### config.mk
export PLATFORM = sky130hd
export DESIGN_NAME = pdm_sinc_decimator_fir_core
export DESIGN_NICKNAME = d
export VERILOG_FILES = /design/src/design/psd_pkg.sv /design/src/design/pdm_sinc_decimator_fir_core.sv
export SDC_FILE = /design/constraint.sdc
export NUM_CORES = 2
export LEC_CHECK = 0
export BUFFER_PORTS_ARGS = -buffer_cell sky130_fd_sc_hd__buf_4
export CAP_MARGIN = 5
export CORE_AREA = 2 2 547 549
export CTS_BUF_LIST = sky130_fd_sc_hd__clkbuf_8
export DETAILED_ROUTE_END_ITERATION = 16
export DIE_AREA = 0 0 549 551
export GPL_TIMING_DRIVEN = 0
export PLACE_DENSITY = 0.5
export SLEW_MARGIN = 10
export SYNTH_ARGS = -nofsm -noshare
export SYNTH_HDL_FRONTEND = slang
export SYNTH_SLANG_ARGS = --single-unit
### constraint.sdc
create_clock -name i_clk -period 17.97 [get_ports i_clk]
set_input_delay 1.797 -clock i_clk [delete_from_list [all_inputs] [get_ports i_clk]]
set_output_delay 1.797 -clock i_clk [all_outputs]
set_load 0.01 [all_outputs]
### src/design/psd_pkg.sv
package psd_pkg;
    localparam int TAPS     = 103;
    localparam int PDM_BITS = 64;
    localparam int SINC_LEN = 64;
    localparam int HALF_LEN = 52;
    localparam int FRAC     = 15;
    localparam int ACC_W    = 40;
    localparam int TAP_W    = 7;
    localparam int BIT_W    = 6;

    typedef logic [15:0] t_word;

    function automatic t_word sinc_coef(input logic [BIT_W-1:0] i);
        t_word r;
        case (i)
            6'd0: r = 16'd0;     6'd1: r = 16'd2;     6'd2: r = 16'd9;
            6'd3: r = 16'd21;    6'd4: r = 16'd39;    6'd5: r = 16'd63;
            6'd6: r = 16'd94;    6'd7: r = 16'd132;   6'd8: r = 16'd179;
            6'd9: r = 16'd236;   6'd10: r = 16'd302;  6'd11: r = 16'd379;
            6'd12: r = 16'd467;  6'd13: r = 16'd565;  6'd14: r = 16'd674;
            6'd15: r = 16'd792;  6'd16: r = 16'd920;  6'd17: r = 16'd1055;
            6'd18: r = 16'd1196; 6'd19: r = 16'd1341; 6'd20: r = 16'd1487;
            6'd21: r = 16'd1633; 6'd22: r = 16'd1776; 6'd23: r = 16'd1913;
            6'd24: r = 16'd2042; 6'd25: r = 16'd2159; 6'd26: r = 16'd2263;
            6'd27: r = 16'd2352; 6'd28: r = 16'd2422; 6'd29: r = 16'd2474;
            6'd30: r = 16'd2506; 6'd31: r = 16'd2516; 6'd32: r = 16'd2516;
            6'd33: r = 16'd2506; 6'd34: r = 16'd2474; 6'd35: r = 16'd2422;
            6'd36: r = 16'd2352; 6'd37: r = 16'd2263; 6'd38: r = 16'd2159;
            6'd39: r = 16'd2042; 6'd40: r = 16'd1913; 6'd41: r = 16'd1776;
            6'd42: r = 16'd1633; 6'd43: r = 16'd1487; 6'd44: r = 16'd1341;
            6'd45: r = 16'd1196; 6'd46: r = 16'd1055; 6'd47: r = 16'd920;
            6'd48: r = 16'd792;  6'd49: r = 16'd674;  6'd50: r = 16'd565;
            6'd51: r = 16'd467;  6'd52: r = 16'd379;  6'd53: r = 16'd302;
            6'd54: r = 16'd236;  6'd55: r = 16'd179;  6'd56: r = 16'd132;
            6'd57: r = 16'd94;   6'd58: r = 16'd63;   6'd59: r = 16'd39;
            6'd60: r = 16'd21;   6'd61: r = 16'd9;    6'd62: r = 16'd2;
            default: r = 16'd0;
        endcase
        return r;
    endfunction

    function automatic logic signed [15:0] fir_half(input logic [5:0] i);
        logic signed [15:0] r;
        case (i)
            6'd0: r = 16'sd176;   6'd1: r = 16'sd29;    6'd2: r = 16'sd28;
            6'd3: r = 16'sd24;    6'd4: r = 16'sd18;    6'd5: r = 16'sd9;
            6'd6: r = -16'sd3;    6'd7: r = -16'sd19;   6'd8: r = -16'sd38;
            6'd9: r = -16'sd61;   6'd10: r = -16'sd87;  6'd11: r = -16'sd115;
            6'd12: r = -16'sd147; 6'd13: r = -16'sd180; 6'd14: r = -16'sd215;
            6'd15: r = -16'sd251; 6'd16: r = -16'sd287; 6'd17: r = -16'sd321;
            6'd18: r = -16'sd354; 6'd19: r = -16'sd383; 6'd20: r = -16'sd408;
            6'd21: r = -16'sd428; 6'd22: r = -16'sd442; 6'd23: r = -16'sd448;
            6'd24: r = -16'sd445; 6'd25: r = -16'sd434; 6'd26: r = -16'sd412;
            6'd27: r = -16'sd379; 6'd28: r = -16'sd336; 6'd29: r = -16'sd282;
            6'd30: r = -16'sd216; 6'd31: r = -16'sd139; 6'd32: r = -16'sd52;
            6'd33: r = 16'sd45;   6'd34: r = 16'sd151;  6'd35: r = 16'sd265;
            6'd36: r = 16'sd385;  6'd37: r = 16'sd510;  6'd38: r = 16'sd637;
            6'd39: r = 16'sd767;  6'd40: r = 16'sd895;  6'd41: r = 16'sd1021;
            6'd42: r = 16'sd1142; 6'd43: r = 16'sd1257; 6'd44: r = 16'sd1363;
            6'd45: r = 16'sd1459; 6'd46: r = 16'sd1544; 6'd47: r = 16'sd1615;
            6'd48: r = 16'sd1671; 6'd49: r = 16'sd1712; 6'd50: r = 16'sd1737;
            default: r = 16'sd1746;
        endcase
        return r;
    endfunction

    // Mirror a tap index onto the half table.
    function automatic logic [5:0] coef_idx(input logic [TAP_W-1:0] k);
        logic [TAP_W-1:0] m;
        logic [TAP_W-1:0] s;
        m = TAP_W'(TAPS - 1) - k;
        s = (k < m) ? k : m;
        if (s >= TAP_W'(HALF_LEN)) s = TAP_W'(HALF_LEN - 1);
        return s[5:0];
    endfunction
endpackage

### src/design/pdm_sinc_decimator_fir_core.sv
// Steps from the input beat to the result: sinc accumulation of the 64 PDM
// bits, the 103 taps through the MAC, draining the MAC pipeline, and clamping
// and registering the sample.
// The input stays stalled until the sample is registered, so no new beat is
// taken before then; a result still held by the receiver stretches the final
// step by the length of that stall.
// Reset (synchronous, active low) clears control state and the delay line's valid bits.
module pdm_sinc_decimator_fir_core (
    input  logic        i_clk,
    input  logic        i_rst_n,
    input  logic        i_valid,
    output logic        o_stall,
    input  logic [63:0] i_pdm_bits,
    output logic        o_valid,
    input  logic        i_stall,
    output logic [15:0] o_pcm_sample
);
    typedef enum logic [1:0] {S_IDLE, S_SINC, S_MAC, S_DONE} t_state;

    t_state                           r_state;
    logic [psd_pkg::PDM_BITS-1:0]     r_bits;   // shift register, LSB first
    logic [psd_pkg::BIT_W-1:0]        r_bit_cnt;
    psd_pkg::t_word                   r_sum;
    // Delay line as a circular memory; valid bits give the zero reset value.
    psd_pkg::t_word                   r_mem [psd_pkg::TAPS];
    logic [psd_pkg::TAPS-1:0]         r_vld;
    logic [psd_pkg::TAP_W-1:0]        r_head;   // slot of newest sample
    logic [psd_pkg::TAP_W-1:0]        r_k;      // tap being read
    logic [psd_pkg::TAP_W-1:0]        r_addr;
    psd_pkg::t_word                   r_rd;
    logic                             r_rd_ok;
    logic signed [15:0]               r_coef;
    logic                             r_mac_en;
    logic signed [psd_pkg::ACC_W-1:0] r_acc;
    logic                             r_out_v;
    psd_pkg::t_word                   r_out;

    logic signed [psd_pkg::ACC_W-1:0] w_prod;
    logic [psd_pkg::TAP_W-1:0]        n_head;
    logic [psd_pkg::TAP_W-1:0]        w_addr_nx;
    logic [psd_pkg::ACC_W-1:0]        w_shift;

    assign o_stall      = (r_state != S_IDLE);
    assign o_valid      = r_out_v;
    assign o_pcm_sample = r_out;

    // Product of the registered tap and coefficient, unsigned data.
    assign w_prod = psd_pkg::ACC_W'(r_coef) * $signed({1'b0, r_rd});

    assign n_head = (r_head == '0) ? psd_pkg::TAP_W'(psd_pkg::TAPS - 1) : r_head - 1'b1;
    // Walk from newest towards oldest, wrapping around.
    assign w_addr_nx = (r_addr == psd_pkg::TAP_W'(psd_pkg::TAPS - 1)) ? '0 : r_addr + 1'b1;
    assign w_shift = psd_pkg::ACC_W'(r_acc >>> psd_pkg::FRAC);

    always_ff @(posedge i_clk) begin
        if (!i_rst_n) begin
            r_state  <= S_IDLE;
            r_vld    <= '0;
            r_head   <= '0;
            r_out_v  <= 1'b0;
            r_mac_en <= 1'b0;
            r_rd_ok  <= 1'b0;
        end else begin
            // Drop the result once taken.
            if (r_out_v && !i_stall) r_out_v <= 1'b0;
            case (r_state)
                S_IDLE: begin
                    if (i_valid) begin
                        r_bits    <= i_pdm_bits;
                        r_bit_cnt <= '0;
                        r_sum     <= '0;
                        r_state   <= S_SINC;
                    end
                end
                S_SINC: begin
                    // One PDM bit per cycle; the sum wraps at 16 bits.
                    if (r_bits[0]) r_sum <= r_sum + psd_pkg::sinc_coef(r_bit_cnt);
                    r_bits    <= r_bits >> 1;
                    r_bit_cnt <= r_bit_cnt + 1'b1;
                    if (r_bit_cnt == psd_pkg::BIT_W'(psd_pkg::PDM_BITS - 1)) begin
                        r_state <= S_MAC;
                        r_k     <= '0;
                        r_acc   <= '0;
                        r_head  <= n_head;
                        r_addr  <= n_head;
                    end
                end
                S_MAC: begin
                    // Newest sample lands in the head slot on the first tap.
                    if (r_k == '0) begin
                        r_mem[r_head] <= r_sum;
                        r_vld[r_head] <= 1'b1;
                        r_rd          <= r_sum;
                        r_rd_ok       <= 1'b1;
                    end else begin
                        r_rd    <= r_mem[r_addr];
                        r_rd_ok <= r_vld[r_addr];
                    end
                    r_coef   <= psd_pkg::fir_half(psd_pkg::coef_idx(r_k));
                    r_mac_en <= 1'b1;
                    r_addr   <= w_addr_nx;
                    r_k      <= r_k + 1'b1;
                    if (r_k == psd_pkg::TAP_W'(psd_pkg::TAPS - 1)) r_state <= S_DONE;
                end
                S_DONE: begin
                    if (!r_mac_en && !r_out_v) begin
                        if (r_acc <= 0) r_out <= '0;
                        else if (w_shift > psd_pkg::ACC_W'(16'hFFFF)) r_out <= 16'hFFFF;
                        else r_out <= w_shift[15:0];
                        r_out_v <= 1'b1;
                        r_state <= S_IDLE;
                    end
                end
                default: r_state <= S_IDLE;
            endcase
            if (r_mac_en) begin
                if (r_rd_ok) r_acc <= r_acc + w_prod;
                if (r_state != S_MAC) r_mac_en <= 1'b0;
            end
        end
    end
endmodule

==> metrics.md <==
| Metric | Value |
|---|---|
| Cell Area, Placed | `0.0973 mm²` |
| Max cap viols | `0` |
| Mux contribution to synthesized area | `0.153` |
| Setup CP Type | `register to register` |
| Synth Area in Simple Gates | `0.0425` |
| Post-CTS setup buffer count | `0` |
| Synth Instances | `5125` |
| NumNets Final | `6158` |
| CP Capture Type | `register` |
| Core Area | `0.296 mm²` |
| Skew-Pair Late Insertion Delay | `1010 ps` |
| # resized after CTS | `0` |
| Post-Syn Nets | `5600` |
| First-pass GRT wire length | `370000 µm` |
| Via count | `49400` |
| Ratio of cells with drive above 1 in the final layout | `0.243` |
| Cts bufs inserted | `344` |
| Max-slew headroom | `0.109` |
| Initial Utilization | `0.300` |
| Antenna violations before repair | `12` |
| Final WL | `257000 µm` |
| Final ANT Viol Nets | `0` |
| Remaining Overflow, GRT | `0` |
| CTS tree | `yes` |
| Yosys Warn Count | `0` |
| Max Fclk | `115 MHz` |
| Residual DRC | `0` |
| P&R area growth vs syn | `16.7%` |
| Synth area leader | `edfxtp_1` |
| Post-Syn Area | `0.0888 mm²` |
| Core Rows | `200` |
| Worst Tran Pin Value | `1340 ps` |
| CTS sink count | `1966` |
| Die width | `549 µm` |
| Post-layout min period | `8700 ps` |
| Synth Area in XOR/XNOR | `0.00651` |
| Htree depth | `5` |
| FF+latch count, synth | `1966` |
| Num ports | `86` |
| Synth cell types | `87` |
| Post-synthesis compound-gate area fraction | `0.0432` |
| Wire per inst | `25.9 µm` |
| Top-area cell type share of the netlist area | `0.620` |
| Die ar. | `0.302 mm²` |
| Critical Path AT | `9450 ps` |
| Crit path launch type | `register` |
| Worst EP required | `18730 ps` |
| Final hold vios | `0` |
| Status | `completed` |
| Synth area leaders | `edfxtp_1 (62%), mux4_2 (14%), fa_1 (4.9%), dfxtp_1 (3.0%), ha_1 (2.6%)` |
| Detailed placement HPWL | `180000 µm` |
| Fin Clk Skew | `84.0 ps` |
| Clock power frac | `0.218` |
| GRT Total Usage | `0.168` |
| Logic gate share of total power | `0.468` |
| CTS clk-pin slew, worst paths | `60 ps` |
| Cts hold-fix bufs | `0` |
| Mean Syn Cell Area | `17.3 µm²` |
| Die H | `551 µm` |
| Critical Path Fanout Max | `10` |
| GP Congestion | `0.863` |
| Drt pass-1 iters | `6` |
| Iteration-0 DRC Markers | `4841` |
| Sequential-to-total area share from yosys stat | `0.650` |
| Number of synthesized flops with an enable pin | `1832` |
| Port bufs | `85` |
| Largest net degree at the start of global routing | `75` |
| Top FF cell, synth | `edfxtp_1` |
| Largest family of logic cells by synthesized area | `multiplexers` |
| P per Cell Area | `170 mW/mm²` |
| Final setup vio count | `0` |
| Adder-cell area share of the yosys netlist | `0.0759` |
| Vias in the first global route | `51300` |
| Sw power | `6.96 mW` |
| Clock Root Buffer | `clkbuf_8` |
| Switching share of power | `0.396` |
| Reg power frac | `0.314` |
| P_leak | `36.3 nW` |
| Final worst path period share | `0.484` |
| Synth async-reset ratio | `0` |
| Int Pwr | `10.6 mW` |
| RSZ-0062 raised after global routing | `no` |
| Fin. max-slew vios | `0` |
| CTS Buffer Depth | `4` |
| Sum Neg Setup Slack | `0 ps` |
| Finished Cell Area | `0.104 mm²` |
| Worst hold path class | `register to register` |
| Via/cell ratio | `4.99` |
| VDD IR-drop max | `304 µV` |
-- worst max-delay path: stages, from the launching register on --
cell and delay (ps):
edfxtp_1 680, clkbuf_1 540, clkinv_1 530, buf_1 490, nor2_1 430, fa_1 490, fa_1 520, fa_1 440
fa_1 460, fa_1 530, inv_1 80, fa_1 500, inv_1 40, ha_1 270, clkbuf_1 250, a21oi_1 240
o21ai_0 200, a31oi_1 210, o21ai_0 180, o21ai_0 350, a31oi_1 220, o21a_1 210, or3_1 310, a32o_1 250
-- per-layer routing --
layer	GRT usage	share of wire
met5	0	0.000051
met4	0.0393	0.022
met3	0.0270	0.055
met2	0.281	0.49
met1	0.229	0.44
-- flip-flops by register name, summed over array words and instances, names as in the netlist, 12 cells and up, named ones only --
| signal | flops |
|---|---|
| r_bits | 64 |
| r_vld | 103 |
| r_sum | 16 |
| r_mem | 1648 |
| r_rd | 16 |
| o_pcm_sample | 16 |
| r_acc | 40 |
| r_coef | 12 |
-- synthesized netlist by cell type, types with 5 or more instances --
master	instances
fa_1	219
ha_1	188
nor2b_1	31
nand2b_1	16
and3_1	11
nor3b_1	5
o211ai_1	37
or2_2	5
o221ai_1	8
xnor2_1	38
a21oi_1	119
nor3_1	32
nand2_1	253
nand4_1	17
inv_1	368
nor4_1	15
nand3b_1	5
o21a_1	13
o2111ai_1	7
mux2i_1	46
edfxtp_1	1832
or3_1	14
buf_2	40
a31oi_1	22
a21boi_0	12
a211o_1	8
a211oi_1	27
nor2_1	222
and2_1	103
nand3_1	60
xor2_1	28
o31a_1	5
o31ai_1	10
mux2_2	73
dfxtp_1	134
clkbuf_1	183
o22ai_1	10
mux4_2	548
o21ai_0	110
buf_1	42
a21o_1	124
-- power by group through the flow --
stage	logic, mW	registers, mW	clock network [mW]
6_report	8.21	5.52	3.83
4_1_cts	8.25	5.53	3.93
5_1_grt	9.20	5.54	4.13
3_3_place_gp	7.68	5.98	0
2_1_floorplan	5.54	5.71	0
3_5_place_dp	8.20	5.62	0
-- cell usage in the layout (no fill, tap or decap), types with 31 or more instances in the layout --
cell type	instances
edfxtp_1	1832
fa_1	219
nand2_1	253
clkbuf_1	177
nor2_4	56
and2_1	103
nand3_1	60
buf_8	76
nor2b_1	31
mux2i_1	46
mux4_2	548
a21o_1	124
mux2_2	73
nor2_2	48
buf_2	50
buf_16	39
dfxtp_1	134
clkbuf_8	356
nor2_1	121
clkinv_2	32
buf_4	91
o21ai_0	110
inv_1	488
o211ai_1	37
ha_1	188
xnor2_1	38
clkinv_1	77
a21oi_1	118
-- path summary, 6_finish.rpt --
kind	end	slack [ps]	from	cells past startpoint
max	r_acc[37]$_DFFE_PP_	9270	r_coef[14]$_DFFE_PP_	23
min	r_vld[90]$_SDFFE_PN0P_	450	r_vld[90]$_SDFFE_PN0P_	1
max reg2reg	r_acc[37]$_DFFE_PP_	9270	r_coef[14]$_DFFE_PP_	23
min reg2reg	r_vld[90]$_SDFFE_PN0P_	450	r_vld[90]$_SDFFE_PN0P_	1
-- cell type report --
type,count,area (µm²)
fillers,28300,193000
flip-flops and latches,1966,57700
multi-input cells,2515,29100
well taps,3939,4930
clock buffers,356,4900
repair buffers,212,2990
inverters,371,1400
clock inverters,258,1360
plain buffers,273,1150
diodes,12,30.0
-- per-stage QoR --
stage / setup slack, ps / cells / hold slack (ps) / total power, mW / util
after global routing: 8890 / 9895 / 461 / 18.9 / 0.349
after global placement: 9420 / 9149 / 427 / 13.7 / 0.318
after detailed placement: 9370 / 9276 / 434 / 13.8 / 0.328
after CTS: 9310 / 9890 / 448 / 17.7 / 0.349
final: 9270 / 9902 / 447 / 17.6 / 0.349
after floorplan: 11460 / 5125 / 421 / 11.3 / -
-- logic make-up after synthesis --
| logic type | Yosys count |
|---|---|
| AOI/OAI and AO/OA | 572 |
| xor gates and xnor gates | 66 |
| muxes | 667 |
| and+or+nand+nor | 803 |
| buffers and inverters | 644 |
| DFF | 1966 |
| adders and majority gates | 407 |
Note: power is estimated with default switching activity, not from simulation.
